File: config.mk
export PLATFORM = sky130hd
export DESIGN_NAME = qtl_step
export DESIGN_NICKNAME = d
export VERILOG_FILES = /design/src/rtl/quoted_token_lexer_unit_macros.svh /design/src/rtl/qtl_pkg.sv /design/src/rtl/qtl_step.sv
export SDC_FILE = /design/constraint.sdc
export NUM_CORES = 1
export LEC_CHECK = 0
export BUFFER_PORTS_ARGS = -buffer_cell sky130_fd_sc_hd__buf_4
export CORE_ASPECT_RATIO = 1.25
export CORE_MARGIN = 8
export CORE_UTILIZATION = 25
export DETAILED_ROUTE_END_ITERATION = 16
export GPL_TIMING_DRIVEN = 1
export REMOVE_ABC_BUFFERS = 1
export SLEW_MARGIN = 5
export SYNTH_ARGS = -nofsm -noshare
export SYNTH_HDL_FRONTEND = slang
export SYNTH_SLANG_ARGS = --single-unit
File: constraint.sdc
create_clock -name vclk -period 2.7
set_input_delay 0.27 -clock vclk [all_inputs]
set_output_delay 0.27 -clock vclk [all_outputs]
set_load 0.005 [all_outputs]
File: src/rtl/quoted_token_lexer_unit_macros.svh
// ----------------------------------------------------------------------------
// Assertion macros for the quoted token lexer
// Clocked on clk_i and disabled while rst_ni is low.
// ----------------------------------------------------------------------------
`ifndef QUOTED_TOKEN_LEXER_UNIT_MACROS_SVH
`define QUOTED_TOKEN_LEXER_UNIT_MACROS_SVH

// The property must hold at every rising edge of clk_i.
`define QTL_ASSERT(label, prop, msg) \
  label: assert property (@(posedge clk_i) disable iff (!rst_ni) (prop)) else $error(msg);

// When the antecedent holds, the consequent must hold at the next edge.
`define QTL_ASSERT_NEXT(label, ante, cons, msg) \
  label: assert property (@(posedge clk_i) disable iff (!rst_ni) (ante) |=> (cons)) \
    else $error(msg);

`endif

File: src/rtl/qtl_pkg.sv
// ----------------------------------------------------------------------------
// qtl_pkg
// Types and constants shared by the quoted token lexer modules.
// ----------------------------------------------------------------------------
package qtl_pkg;

  localparam int unsigned KIND_W  = 3;
  localparam int unsigned BYTES_W = 16;
  localparam int unsigned MODE_W  = 3;

  // Token kinds.
  localparam logic [KIND_W-1:0] KIND_STRING  = 3'd0;
  localparam logic [KIND_W-1:0] KIND_WORD    = 3'd1;
  localparam logic [KIND_W-1:0] KIND_NEWLINE = 3'd2;
  localparam logic [KIND_W-1:0] KIND_SPACE   = 3'd3;
  localparam logic [KIND_W-1:0] KIND_END     = 3'd4;
  localparam logic [KIND_W-1:0] KIND_ERROR   = 3'd5;

  // Lexer state codes.
  localparam logic [MODE_W-1:0] MODE_IDLE = 3'd0;
  localparam logic [MODE_W-1:0] MODE_CR   = 3'd1;
  localparam logic [MODE_W-1:0] MODE_WS   = 3'd2;
  localparam logic [MODE_W-1:0] MODE_WORD = 3'd3;
  localparam logic [MODE_W-1:0] MODE_STR  = 3'd4;
  localparam logic [MODE_W-1:0] MODE_ESC  = 3'd5;

  // Character codes.
  localparam logic [7:0] CHAR_NUL   = 8'h00;
  localparam logic [7:0] CHAR_TAB   = 8'h09;
  localparam logic [7:0] CHAR_LF    = 8'h0a;
  localparam logic [7:0] CHAR_CR    = 8'h0d;
  localparam logic [7:0] CHAR_SPACE = 8'h20;
  localparam logic [7:0] CHAR_QUOTE = 8'h22;
  localparam logic [7:0] CHAR_BSL   = 8'h5c;

  // Result queue geometry.
  localparam int unsigned FIFO_DEPTH = 4;
  localparam int unsigned PTR_W      = 2;
  localparam int unsigned CNT_W      = 3;

  typedef struct packed {
    logic [KIND_W-1:0]  kind;
    logic [BYTES_W-1:0] bytes;
    logic               last;
  } qtl_token_t;

  // Up to two tokens per input item, first one in tok0.
  typedef struct packed {
    logic [1:0] cnt;
    qtl_token_t tok0;
    qtl_token_t tok1;
  } qtl_emit_t;

endpackage

File: src/rtl/qtl_step.sv
// ----------------------------------------------------------------------------
// qtl_step
// Next-state and token logic of the lexer for one input byte.
// ----------------------------------------------------------------------------
module qtl_step
  import qtl_pkg::*;
#(
  parameter int unsigned LENGTH_WIDTH = 16
) (
  input  logic [7:0]              byte_i,
  input  logic                    eot_i,
  input  logic [MODE_W-1:0]       mode_i,
  input  logic [LENGTH_WIDTH-1:0] len_i,
  output logic [MODE_W-1:0]       mode_o,
  output logic [LENGTH_WIDTH-1:0] len_o,
  output qtl_emit_t               emit_o
);

  // Clamp an open length to the 16-bit token field.
  function automatic logic [BYTES_W-1:0] sat_bytes(input logic [LENGTH_WIDTH-1:0] len);
    logic [32:0] wide;
    wide = 33'(len);
    return (wide > 33'h0_ffff) ? {BYTES_W{1'b1}} : wide[BYTES_W-1:0];
  endfunction

  logic                    fin;
  logic                    blank;
  logic [LENGTH_WIDTH-1:0] len_grow;
  logic [MODE_W-1:0]       bg_mode;
  logic [LENGTH_WIDTH-1:0] bg_len;
  logic                    bg_vld;
  logic                    a_vld;
  logic [KIND_W-1:0]       a_kind;
  logic [LENGTH_WIDTH-1:0] a_len;
  logic                    b_vld;
  logic [KIND_W-1:0]       b_kind;
  logic [LENGTH_WIDTH-1:0] b_len;
  qtl_token_t              tok_a;
  qtl_token_t              tok_b;

  assign fin      = eot_i || (byte_i == CHAR_NUL);
  assign blank    = (byte_i == CHAR_SPACE) || (byte_i == CHAR_TAB) || (byte_i == CHAR_CR);
  assign len_grow = (&len_i) ? len_i : len_i + LENGTH_WIDTH'(1);

  // A byte that opens a new token; a lone LF is a complete newline token.
  always_comb begin
    bg_vld = 1'b0;
    bg_len = LENGTH_WIDTH'(1);
    if (byte_i == CHAR_LF) begin
      bg_vld  = 1'b1;
      bg_mode = MODE_IDLE;
      bg_len  = '0;
    end else if (byte_i == CHAR_CR) begin
      bg_mode = MODE_CR;
    end else if ((byte_i == CHAR_SPACE) || (byte_i == CHAR_TAB)) begin
      bg_mode = MODE_WS;
    end else if (byte_i == CHAR_QUOTE) begin
      bg_mode = MODE_STR;
    end else begin
      bg_mode = MODE_WORD;
    end
  end

  // Slot a carries a token that closes, slot b the newline or end token after it.
  always_comb begin
    mode_o = mode_i;
    len_o  = len_i;
    a_vld  = 1'b0;
    a_kind = KIND_SPACE;
    a_len  = len_i;
    b_vld  = 1'b0;
    b_kind = KIND_NEWLINE;
    b_len  = LENGTH_WIDTH'(1);
    if (fin) begin
      unique case (mode_i)
        MODE_CR, MODE_WS: begin
          a_vld  = 1'b1;
          a_kind = KIND_SPACE;
        end
        MODE_WORD: begin
          a_vld  = 1'b1;
          a_kind = KIND_WORD;
        end
        MODE_STR, MODE_ESC: begin
          a_vld  = 1'b1;
          a_kind = KIND_ERROR;
        end
        default: begin
          a_vld = 1'b0;
        end
      endcase
      b_vld  = 1'b1;
      b_kind = KIND_END;
      b_len  = '0;
      mode_o = MODE_IDLE;
      len_o  = '0;
    end else begin
      unique case (mode_i)
        MODE_CR: begin
          if (byte_i == CHAR_LF) begin
            a_vld  = 1'b1;
            a_kind = KIND_NEWLINE;
            a_len  = LENGTH_WIDTH'(2);
            mode_o = MODE_IDLE;
            len_o  = '0;
          end else if (blank) begin
            mode_o = MODE_WS;
            len_o  = len_grow;
          end else begin
            a_vld  = 1'b1;
            a_kind = KIND_SPACE;
            b_vld  = bg_vld;
            mode_o = bg_mode;
            len_o  = bg_len;
          end
        end
        MODE_WS: begin
          if (blank) begin
            len_o = len_grow;
          end else begin
            a_vld  = 1'b1;
            a_kind = KIND_SPACE;
            b_vld  = bg_vld;
            mode_o = bg_mode;
            len_o  = bg_len;
          end
        end
        MODE_WORD: begin
          if (blank || (byte_i == CHAR_LF) || (byte_i == CHAR_QUOTE)) begin
            a_vld  = 1'b1;
            a_kind = KIND_WORD;
            b_vld  = bg_vld;
            mode_o = bg_mode;
            len_o  = bg_len;
          end else begin
            len_o = len_grow;
          end
        end
        MODE_STR: begin
          a_len = len_grow;
          len_o = len_grow;
          if ((byte_i == CHAR_CR) || (byte_i == CHAR_LF)) begin
            a_vld  = 1'b1;
            a_kind = KIND_ERROR;
            mode_o = MODE_IDLE;
            len_o  = '0;
          end else if (byte_i == CHAR_BSL) begin
            mode_o = MODE_ESC;
          end else if (byte_i == CHAR_QUOTE) begin
            a_vld  = 1'b1;
            a_kind = KIND_STRING;
            mode_o = MODE_IDLE;
            len_o  = '0;
          end
        end
        MODE_ESC: begin
          len_o  = len_grow;
          mode_o = MODE_STR;
        end
        default: begin
          b_vld  = bg_vld;
          mode_o = bg_mode;
          len_o  = bg_len;
        end
      endcase
    end
  end

  // Pack the tokens so that the first one always sits in tok0.
  always_comb begin
    tok_a.kind  = a_kind;
    tok_a.bytes = sat_bytes(a_len);
    tok_a.last  = !b_vld;
    tok_b.kind  = b_kind;
    tok_b.bytes = sat_bytes(b_len);
    tok_b.last  = 1'b1;
    if (a_vld) begin
      emit_o.cnt  = b_vld ? 2'd2 : 2'd1;
      emit_o.tok0 = tok_a;
      emit_o.tok1 = tok_b;
    end else begin
      emit_o.cnt  = b_vld ? 2'd1 : 2'd0;
      emit_o.tok0 = tok_b;
      emit_o.tok1 = tok_b;
    end
  end

endmodule

# Yosys cells after proc, flatten, opt, wreduce, memory -nomap -nowiden
# Cells that the tools add are included.
# classes
mux	54
n_reduce_logical	11
eq_ne	11
add_sub_neg	1
# ops
operator	count
two-way mux 16 bit	10
case mux 16 bit (5 select lines)	1
two-way mux 3 bit	15
two-way mux 42 bit	1
case mux 16 bit (2 select lines)	1
equality test 8 x 4 -> 1 bit (second input constant)	3
two-way mux 1 bit	17
adder 16 x 1 -> 16 bit (second input constant)	1
equality test 8 x 6 -> 1 bit (second input constant)	2
AND reduction 16 bit	1
case mux 3 bit (5 select lines)	1
case mux 3 bit (3 select lines)	1
equality test 8 x 7 -> 1 bit (second input constant)	1
logical NOT 8 bit	1
two-way mux 2 bit	4
case mux 1 bit (4 select lines)	2
equality test 3 x 2 -> 1 bit (second input constant)	2
equality test 3 bit (second input constant)	2
logical OR 1 bit	6
case mux 3 bit (2 select lines)	1
OR reduction 5 bit	1
equality test 3 x 1 -> 1 bit (second input constant)	1
OR reduction 2 bit	1
logical NOT 1 bit	1
# word_totals
input_bits	28
wordCells	77
regBits	0

# Logic depth before layout (Yosys ltp)
# logic_depth
word_depth	10
mapped_depth	11
ltp_nobuf	8

# Least setup slack after synthesis
# Ideal clock, no wire load.
# synth_path
kind	input to output
startpoint	input port byte_i[4]
endpoint	output port emit_o[40] in the netlist's numbering
t_required_ns	2.430
path_buffers	2
stages	9
arrival_time_ns	2.079
setup_slack_ns	0.351
cell_sequence	or4_4 > nor4b_4 > nor2_2 > a2bb2oi_1 > and3_4 > buf_6 > buf_6 > inv_1 > ha_1
# synth_lines
element	line	text
start: declaration	qtl_step.sv:10	input logic [7:0] byte_i,
end: declaration	qtl_step.sv:16	output qtl_emit_t emit_o

# Worst setup path after layout
# layout_path
startpoint	input port byte_i[6]
endpoint	output port len_o[12]
# layout_between
elab_chain_len	8
word_cells_on_any_way	21
cone_classes	eq/ne: 6; mux: 8; reduce/logical: 7
# layout_lines
element	line	text
equality test 8 x 6 -> 1 bit or equality test 8 x 4 -> 1 bit (tied branches)	qtl_step.sv:42	assign blank = (byte_i == CHAR_SPACE) || (byte_i == CHAR_TAB) || (byte_i == CHAR_CR);
logical OR 1 bit (2 in a row)	qtl_step.sv:42	
logical OR 1 bit (2 in a row)	qtl_step.sv:129	if (blank || (byte_i == CHAR_LF) || (byte_i == CHAR_QUOTE)) begin
two-way mux 16 bit	qtl_step.sv:129	
case mux 16 bit (5 select lines)	qtl_step.sv:98	unique case (mode_i)
two-way mux 16 bit *	qtl_step.sv:74	if (fin) begin
end: declaration	qtl_step.sv:15	output logic [LENGTH_WIDTH-1:0] len_o,
# Mark *: on every way between the ends. The rest lies on a longest branch, timed or not.

==> impl_metrics.ini <==
[die]
io_pins = 89
rows = 33
die_h_um = 107
die_w_um = 89
initial_utilization = 0.255
dieArea_um2 = 9550
core_um2 = 6520

[critical_path]
crit_start = byte_i[6]
cp_max_fo = 15
cp-end-kind = output pin
start_kind = primary input
cp.required_ps = 2430
path_class = primary input to output pin
crit_arrival_ps = 2330

[drt]
vias_per_cell = 5.09
wl_per_cell_um = 14.3
wl_mm = 6.09
drc = 0
dr.pass1.iters = 4
vias = 2170
drt_iter0_markers = 135
ant_nets = 0

[global_route]
grt_use_met1 = 0.148
antenna_found_initial = 0
grt_pass1_vias = 2117
grt.busiest_layer = met2
grt_usage = 0.120
grt_pass1_wl_mm = 9.76
grt_use_met2 = 0.213
grt.overflow.total = 0
use_met3 = 0.0206
grt_start_max_net_pins = 19

[placed_design]
place_congestion = 0.879
port_buffers = 72
post_dp_cell_area_um2 = 2220
dpl.hpwl_mm = 4.97

[worst_hold_path]
hp-class = primary input to output pin
hold_depth = 3
worstHoldStart = len_i[14]

[timing]
fin_crit_sh = 0.961
tightest_slew_ps = 622
max_freq_ghz = 0.385
period_needed_ps = 2600
slew_viol_final = 0
grt_setup_unrepaired = yes
slew_headroom = 0.585
finalSetupViolCount = 0
report.final.hold_viol_count = 0

[logic_synthesis]
yosysTopAreaCell = buf_4
synth_area_um2 = 1670
yosysSeqAreaShare = 0
yosysWarnings = 0
syn_area_per_cell_um2 = 6.15
netlist_top_cells_count = nor2_1 (40), a21oi_1 (25), nand2_1 (23)
yosys-top-cells-area = buf_4 (9.9%), nor2_1 (9.0%), a21oi_1 (7.5%)
yosys.cell_types.count = 60
post-synth-top-count-cell = nor2_1
syn_inst = 271
synth_top_area_frac = 0.0992

[power_and_ir_drop]
p_total_mw = 0.325
power_frac_seq = 0
power_density_nw_per_um2 = 140
swShare = 0.523
power_switching_mw = 0.170
p_int_mw = 0.155
comb_power_share = 1.000
clkPwrFrac = 0
p_leak_nw = 0.969
ir_worst_vdd_mv = 0.0774

[finish]
fin_area_um2 = 2320
fin_nets = 374
nClkBuffers = 0
register_area_um2 = 0
seq_cells = 0
final_layout_size_suffix_gt1_frac = 0.333
final_util = 0.355
antenna_cells = 0
syn2layout_area_growth_pct = 39.2

[run_status]
outcome = complete, no violations

[clock_network]
cts_hold_buffers = 0

[run]
drv_cap = 0
==> worst paths after layout <==
| check | endpoint |
|---|---|
| hold / removal | len_o[14] |
| setup / recovery | len_o[12] |
==> per-layer routing <==
| metal | up-vias | wire length (µm) |
|---|---|---|
| met1 | 986 | 2470 |
| met4 | 0 | 74 |
| li1 | 1082 | - |
| met2 | 94 | 2920 |
| met5 | - | 0 |
| met3 | 8 | 621 |
==> area by class of cell <==
cell class / instances / area [µm²]
fill: 746 / 4210
multi-input combinational: 244 / 1510
timing repair buffer: 87 / 666
tap: 87 / 109
inverter: 8 / 30.0
==> placed cells by master, fill, tap and decap left out, types with 4 or more instances in the layout <==
cell,instances
buf_4,86
nor2_1,39
a21oi_1,24
nand2_1,23
o21ai_0,17
conb_1,17
nor3_1,14
nand3_1,8
inv_1,7
nor2b_1,7
nand4_1,7
or3_1,6
xor2_1,6
a21oi_2,5
xnor2_1,5
ha_1,5
or4_1,4
==> kinds of logic after synthesis <==
kind of cell             synth area share
multiplexers                       0.0120
other                             0.00451
XOR/XNOR                           0.0578
adder cells (fa/ha/maj)            0.0376
AO/OA/AOI/OAI                       0.286
buffers and inverters               0.159
AND/OR/NAND/NOR                     0.443
==> worst max-delay path, stage by stage <==
cell	delay (ps)
buf_4	120
or4_4	570
nor4b_4	340
buf_4	160
o41ai_1	50
buf_4	160
o311ai_4	250
buf_12	180
a21oi_1	50
buf_4	140
==> metrics by stage <==
stage / setup WS, ps / hold slack (ps) / setup TNS (ps) / std cells
finish: 105 / 854 / 0 / 426
global route: -12.3 / 880 / -12.3 / 426
CTS: 10.2 / 858 / 0 / 421
detailed placement: 15.0 / 858 / 0 / 421
global placement: 28.4 / 850 / 0 / 421
floorplan: 255 / 596 / 0 / 252
==> power groups by stage <==
stage / Clock, mW / Combinational [mW] / Sequential [mW]
floorplan: 0 / 0.138 / 0
global placement: 0 / 0.306 / 0
detailed placement: 0 / 0.309 / 0
CTS: 0 / 0.310 / 0
global route: 0 / 0.360 / 0
finish: 0 / 0.325 / 0
==> repair_timing <==
| item | 4_1_cts | 5_1_grt |
|---|---|---|
| hold endpoints to repair | 0 | 0 |
| buffers inserted | 0 | 5 |
| resized for setup | 1 | 9 |
| pin swaps | 0 | 8 |
| endpoints found under the setup margin | 1 | 11 |
No activity file was read; power rests on OpenSTA's default activity.
